--- config.mk ---
export PLATFORM = sky130hd
export DESIGN_NAME = mpsm_fifo
export DESIGN_NICKNAME = d
export VERILOG_FILES = /design/src/hw/rtl/mpsm_pkg.sv /design/src/hw/rtl/mpsm_fifo.sv
export SDC_FILE = /design/constraint.sdc
export NUM_CORES = 1
export LEC_CHECK = 0
export ABC_CLOCK_PERIOD_IN_PS = 4540
export BUFFER_PORTS_ARGS = -buffer_cell sky130_fd_sc_hd__buf_2
export CORE_ASPECT_RATIO = 1.5
export CORE_MARGIN = 5
export CORE_UTILIZATION = 60
export CTS_CLUSTER_SIZE = 24
export DETAILED_ROUTE_END_ITERATION = 12
export MAX_ROUTING_LAYER = met4
export PLACE_DENSITY = 0.88
export SETUP_SLACK_MARGIN = 0.15
export SYNTH_ARGS = -nofsm -noshare
export SYNTH_HDL_FRONTEND = slang
export SYNTH_SLANG_ARGS = --single-unit
--- constraint.sdc ---
create_clock -name clk -period 4.54 [get_ports clk]
set_clock_uncertainty 0.1 [all_clocks]
set_input_delay 0.227 -clock clk [delete_from_list [all_inputs] [get_ports clk]]
set_output_delay 0.227 -clock clk [all_outputs]
set_load 0.05 [all_outputs]
--- src/hw/rtl/mpsm_pkg.sv ---
// shared types and constants of the multi-pattern string matcher
// no dependencies
package mpsm_pkg;

  localparam int LETTER_W = 5;
  localparam int COUNT_W  = 16;
  localparam logic [COUNT_W-1:0] CNT_MAX = 16'hFFFF;
  localparam int Q_DEPTH  = 4;

  typedef enum logic [1:0] {
    CMD_CLEAR  = 2'd0,
    CMD_INSERT = 2'd1,
    CMD_BUILD  = 2'd2,
    CMD_MATCH  = 2'd3
  } cmd_t;

  typedef struct packed {
    logic [1:0]          cmd;
    logic [LETTER_W-1:0] letter;
    logic                last;
  } in_item_t;

  typedef struct packed {
    logic               status;
    logic [COUNT_W-1:0] match_count;
    logic               text_done;
  } out_item_t;

  typedef struct packed {
    cmd_t                cmd;
    logic [LETTER_W-1:0] letter;
    logic                last;
    logic                in_range;
  } qent_t;

  typedef enum logic [4:0] {
    ST_IDLE,
    ST_CLR,
    ST_INS_RD,
    ST_INS_CHK,
    ST_INS_ROW,
    ST_INS_END_RD,
    ST_INS_END_WR,
    ST_B_INIT,
    ST_B_POP,
    ST_B_U,
    ST_B_CRD,
    ST_B_CCHK,
    ST_B_VL,
    ST_B_WRD,
    ST_B_WCHK,
    ST_B_WR,
    ST_M_RD,
    ST_M_CHK,
    ST_M_FL,
    ST_W_CHK,
    ST_W_ACC,
    ST_RESP
  } eng_state_t;

endpackage

--- src/hw/rtl/mpsm_fifo.sv ---
// short command queue between front and engine
// depends on mpsm_pkg
module mpsm_fifo (
  input  logic          clk,
  input  logic          rst_n,
  input  logic          push,
  input  mpsm_pkg::qent_t wdata,
  output logic          full,
  input  logic          pop,
  output logic          not_empty,
  output mpsm_pkg::qent_t rdata
);
  import mpsm_pkg::*;
  localparam int PW = $clog2(Q_DEPTH);

  qent_t        mem_r [Q_DEPTH];
  logic [PW-1:0] wp_r, wp_nxt, rp_r, rp_nxt;
  logic [PW:0]   cnt_r, cnt_nxt;
  logic          do_push, do_pop;

  assign full      = (cnt_r == (PW+1)'(Q_DEPTH));
  assign not_empty = (cnt_r != '0);
  assign rdata     = mem_r[rp_r];
  assign do_push   = push && !full;
  assign do_pop    = pop && not_empty;

  always_comb begin
    wp_nxt  = do_push ? wp_r + 1'b1 : wp_r;
    rp_nxt  = do_pop ? rp_r + 1'b1 : rp_r;
    cnt_nxt = cnt_r + (PW+1)'(do_push) - (PW+1)'(do_pop);
  end

  always_ff @(posedge clk) begin
    if (!rst_n) begin
      wp_r  <= '0;
      rp_r  <= '0;
      cnt_r <= '0;
    end else begin
      wp_r  <= wp_nxt;
      rp_r  <= rp_nxt;
      cnt_r <= cnt_nxt;
    end
    if (do_push) begin
      mem_r[wp_r] <= wdata;
    end
  end
endmodule

Yosys cells after proc, flatten, opt, wreduce, memory -nomap -nowiden --
Memories as Yosys holds them, arrays and structs flattened. A register that Yosys moved wholly into a read port is not among the register bits. Index checks and enable logic that the tools add are counted.
Operators by class: add/subtract/negate cells 4, eq/ne operators 1, reduce and logical (&&, ||, !) cells 4, muxes and demuxes 4
Operators with widths (count):
- 2-bit by 1-bit adder with 2-bit output, second input constant | 2
- 2-bit two-way mux | 2
- 3-bit by 1-bit adder with 3-bit output | 1
- 3-bit equality test, second input constant | 1
- 3-bit nonzero test | 1
- 3-bit by 1-bit subtractor with 3-bit output | 1
- 1-bit logical AND | 2
- 1-bit two-way mux | 2
- 1-bit logical NOT | 1
Storage, ports and cells: output and inout bits 11, logic and storage cells 17, bits of input ports 13, bits in writable memories 36, register bits 7, memories 1
Memory list:
- mem_r | words 4, bits a word 9, read ports 1, clocked after memory_dff 1, write ports 1, line mpsm_fifo.sv:16 | qent_t mem_r [Q_DEPTH];

Depth between registers and ports, before layout --
word-level depth 5, mapped depth 12

Worst setup path after synthesis --
No wires, ideal clock.
kind register to register, from register cnt_r[1], to register cnt_r[2], cell stages (with the launch flop) 13, path buffers 1, slack 1718 ps, arrival time 2607 ps, required time 4325 ps, cell sequence dfxtp_1 -> nor3b_2 -> nor2b_1 -> buf_6 -> inv_1 -> ha_1 -> inv_1 -> ha_1 -> inv_1 -> fa_1 -> xnor2_1 -> xnor2_1 -> and2_1
On the way: longest elaborated chain between the ends 5, elaborated cells on any way between the ends 7, classes of those cells 2 x add/sub; 1 x eq/ne; 4 x reduce/logical
Ends and longest elaborated chain:
- start: declaration | line mpsm_fifo.sv:18 | logic [PW:0] cnt_r, cnt_nxt;
- start signal: assignment | line mpsm_fifo.sv:41 | cnt_r <= cnt_nxt;
- 3-bit equality test | line mpsm_fifo.sv:21 | assign full = (cnt_r == (PW+1)'(Q_DEPTH));
- net full | line mpsm_fifo.sv:8 | output logic full,
- 1-bit logical NOT | line mpsm_fifo.sv:24 | assign do_push = push && !full;
- 1-bit logical AND | line mpsm_fifo.sv:24
- 3-bit by 1-bit adder with 3-bit output | line mpsm_fifo.sv:30 | cnt_nxt = cnt_r + (PW+1)'(do_push) - (PW+1)'(do_pop);
- 3-bit by 1-bit subtractor with 3-bit output | line mpsm_fifo.sv:30
The timed path passes the listed nets, and every way through them passes these cells. A chain may end at the register's enable or synchronous reset.

Worst setup path in the final report --
from register cnt_r[1], to register cnt_r[2]
On the way: longest elaborated chain between the ends 5, elaborated cells on any way between the ends 7, classes of those cells 2 x add/sub; 1 x eq/ne; 4 x reduce/logical
Ends and longest elaborated chain (line):
- 3-bit equality test | mpsm_fifo.sv:21
- 1-bit logical NOT | mpsm_fifo.sv:24
- 1-bit logical AND | mpsm_fifo.sv:24
- 3-bit by 1-bit adder with 3-bit output | mpsm_fifo.sv:30
- 3-bit by 1-bit subtractor with 3-bit output (*) | mpsm_fifo.sv:30
Mark *: on every way between the ends. The rest lies on a longest branch, timed or not.

==> impl_metrics.json <==
{
  "status": "complete, no violations",
  "multi_input_area_um2": 475.5,
  "finalNonFillerCells": 161,
  "groute.usage.overall": 0.1555,
  "critical_path.most_common_cell": "inv_1",
  "clk_pin_slew_worst_paths_ps": 80,
  "rsz0062_at_grt": "no",
  "tns_ps": 0,
  "dieArea_um2": 4177,
  "portBuffers": 23,
  "rows": 24,
  "io-pin-count": 24,
  "clock-root-buffer": "clkbuf_8",
  "async_flop_share": 0,
  "cp-start-kind": "flip-flop",
  "wire_per_inst_um": 16.25,
  "ir_drop_mv": 0.4362,
  "min_path_type": "in2reg",
  "postRouteAntennaNets": 0,
  "stdcell_area_um2": 2002,
  "antenna_found_initial": 0,
  "die_y_um": 76.70,
  "endpoint_kind": "flip-flop",
  "fin_crit_sh": 0.5644,
  "critical_path_peak_fanout": 7,
  "dpl_cell_area_um2": 1919,
  "synth_edf_count": 36,
  "p_clk_frac": 0.191,
  "swShare": 0.3630,
  "pwr-share-seq": 0.469,
  "ys_ff_latch": 45,
  "first_pass_iters": 4,
  "grt_pass1_vias": 931,
  "yosysTopAreaCell": "edfxtp_1",
  "min_period_ps": 2562,
  "busiest_layer": "met2",
  "muxShareOfSynthArea": 0.1252,
  "dr.first_iter.drc_count": 18,
  "seq_area_frac_synth": 0.7089,
  "holdBufCountCts": 0,
  "path_class": "reg2reg",
  "maxSlewHeadroom": 0.6015,
  "synth_cell_types": 18,
  "synthXorXnorAreaFrac": 0.01969,
  "power_frac_comb": 0.341,
  "die_x_um": 54.46,
  "place_inst": 153,
  "core_area_um2": 2883,
  "vias": 845,
  "final_core_util": 0.6944,
  "crit_chain": "nor3b_2 > nor2b_1 > inv_1 > ha_1 > inv_1 > ha_1 > inv_1 > fa_1 > xnor2_1 > xnor2_1 > and2_1",
  "area_growth_pct": 12.52,
  "antenna_cells": 0,
  "finalWeightedCongestion": 0.7225,
  "place_hpwl_mm": 1.894,
  "synthAdderAreaFrac": 0.05345,
  "grt_max_degree": 14,
  "crit_path_top_delay_cell": "dfxtp_1",
  "syn_nets": 115,
  "post-synth-top-count-cell": "edfxtp_1",
  "cp.arrival_ps": 2650,
  "cts-htree-levels": 2,
  "cts_buffer_depth": 2,
  "synthTopCellsByCount": "36 x edfxtp_1, 9 x dfxtp_1, 9 x mux4_2",
  "intPower_mw": 0.7635,
  "ys_warn_count": 0,
  "postCtsSetupBuffers": 0,
  "wl_mm": 2.617,
  "grt_pass1_wl_mm": 4.395,
  "p_switching_mw": 0.4350,
  "use_met2": 0.2530,
  "gr-usage-met3": 0.05233,
  "drive_gt1_frac": 0.3443,
  "initial_core_util": 0.6172,
  "seq_area_um2": 1261,
  "fill_cells": 217,
  "cts_resized": 0,
  "maxSlewViolCount": 0,
  "worstMarginPinSlew_ps": 597.0,
  "cts_made_buffers": 5,
  "via_per_inst": 5.248,
  "syn_area_per_cell_um2": 18.73,
  "drv_cap": 0,
  "setup_violations": 0,
  "p_per_area_nw_per_um2": 598.7,
  "synth-simple-area-share": 0.05837,
  "cts_tree": "yes",
  "syn_inst": 95,
  "synth.top_cell.area_share": 0.6076,
  "grt_overflow_total": 0,
  "cts_sinks": 45,
  "netlist_area_um2": 1779,
  "synth_top_family_by_area": "multiplexers",
  "fmax_mhz": 390.3,
  "synth_ff_type": "edfxtp_1",
  "synth_area_leaders": "edfxtp_1 61%, mux4_2 11%, dfxtp_1 10%",
  "fin_nets": 141,
  "synth-compound-area-share": 0.01055,
  "leakagePower_nw": 0.7242,
  "cpPeakStageDelay_ps": 470,
  "use_met1": 0.1737,
  "drc": 0,
  "cp.required_ps": 4630,
  "worstSkewPairLatency_ps": 290,
  "hold_violations": 0
}
-- per-stage QoR --
stage | worst slack [ps] | hold WS, ps | power [mW]
2_1_floorplan | 1718 | 225.9 | 0.9006
3_3_place_gp | 2094 | 336.9 | 0.9706
3_5_place_dp | 1977 | 350.4 | 0.9861
4_1_cts | 1962 | 42.80 | 1.213
5_1_grt | 1770 | 32.54 | 1.268
6_report | 1978 | 48.25 | 1.198
-- cells in the final DEF, fill, tap and decap left out, drive strengths merged --
cell    instances
and2            7
buf            23
clkbuf          6
clkinv          2
dfxtp           9
edfxtp         36
fa              1
ha              6
inv             5
mux2i           2
mux4            9
nand2           4
nor2b           4
nor3b           1
o311ai          1
o31a            1
or3             1
xnor2           4
-- path summary, 6_finish.rpt --
check,startpoint,to,slack (ps),cells after the start
max,cnt_r[1]$_SDFF_PN0_,cnt_r[2]$_SDFF_PN0_,1980,11
min,wdata[8],mem_r[3][8]$_DFFE_PP_,50,1
max reg2reg,cnt_r[1]$_SDFF_PN0_,cnt_r[2]$_SDFF_PN0_,1980,11
min reg2reg,wp_r[1]$_SDFFE_PN0P_,wp_r[1]$_SDFFE_PN0P_,400,2
-- registers in the layout (all words and copies together), names as in the netlist, named ones only --
| signal | cells |
|---|---|
| mem_r | 36 |
| cnt_r | 3 |
| rp_r | 2 |
| wp_r | 2 |
-- power groups by stage --
| stage | Combinational [mW] | Clock [mW] | Sequential (mW) |
|---|---|---|---|
| 4_1_cts | 0.415 | 0.234 | 0.564 |
| 6_report | 0.408 | 0.229 | 0.562 |
| 2_1_floorplan | 0.361 | 0 | 0.540 |
| 3_3_place_gp | 0.402 | 0 | 0.568 |
| 3_5_place_dp | 0.413 | 0 | 0.573 |
| 5_1_grt | 0.438 | 0.258 | 0.572 |
-- critical path, delay by kind of cell (launching register included) --
family	cells	cell delay, ps
xor+xnor	2	270
flops	1	470
fa+ha+maj	3	810
simple gates	3	630
buf+inv	3	200
-- cell type report --
class,count,area share
Tap cell,39,0.02437
Inverter,5,0.009375
Timing Repair Buffer,23,0.05750
Clock inverter,2,0.005000
Clock buffer,6,0.03625
Sequential cell,45,0.6300
Multi-Input combinational cell,41,0.2375
-- cells by family (layout without fill, tap and decap cells) --
logic type                 count (synthesis)  count (layout)
and+or+nand+nor                           17              17
DFF                                       45              45
buffers and inverters                      9              36
muxes                                     11              11
xor gates and xnor gates                   4               4
AOI/OAI and AO/OA                          2               2
adders and majority gates                  7               7
-- layer usage --
layer  share of wire  wire, µm
met5               0         0
met3           0.042       109
met4           0.018        46
met1            0.40      1054
met2            0.54      1407
Power figures use the tool's default switching activity.
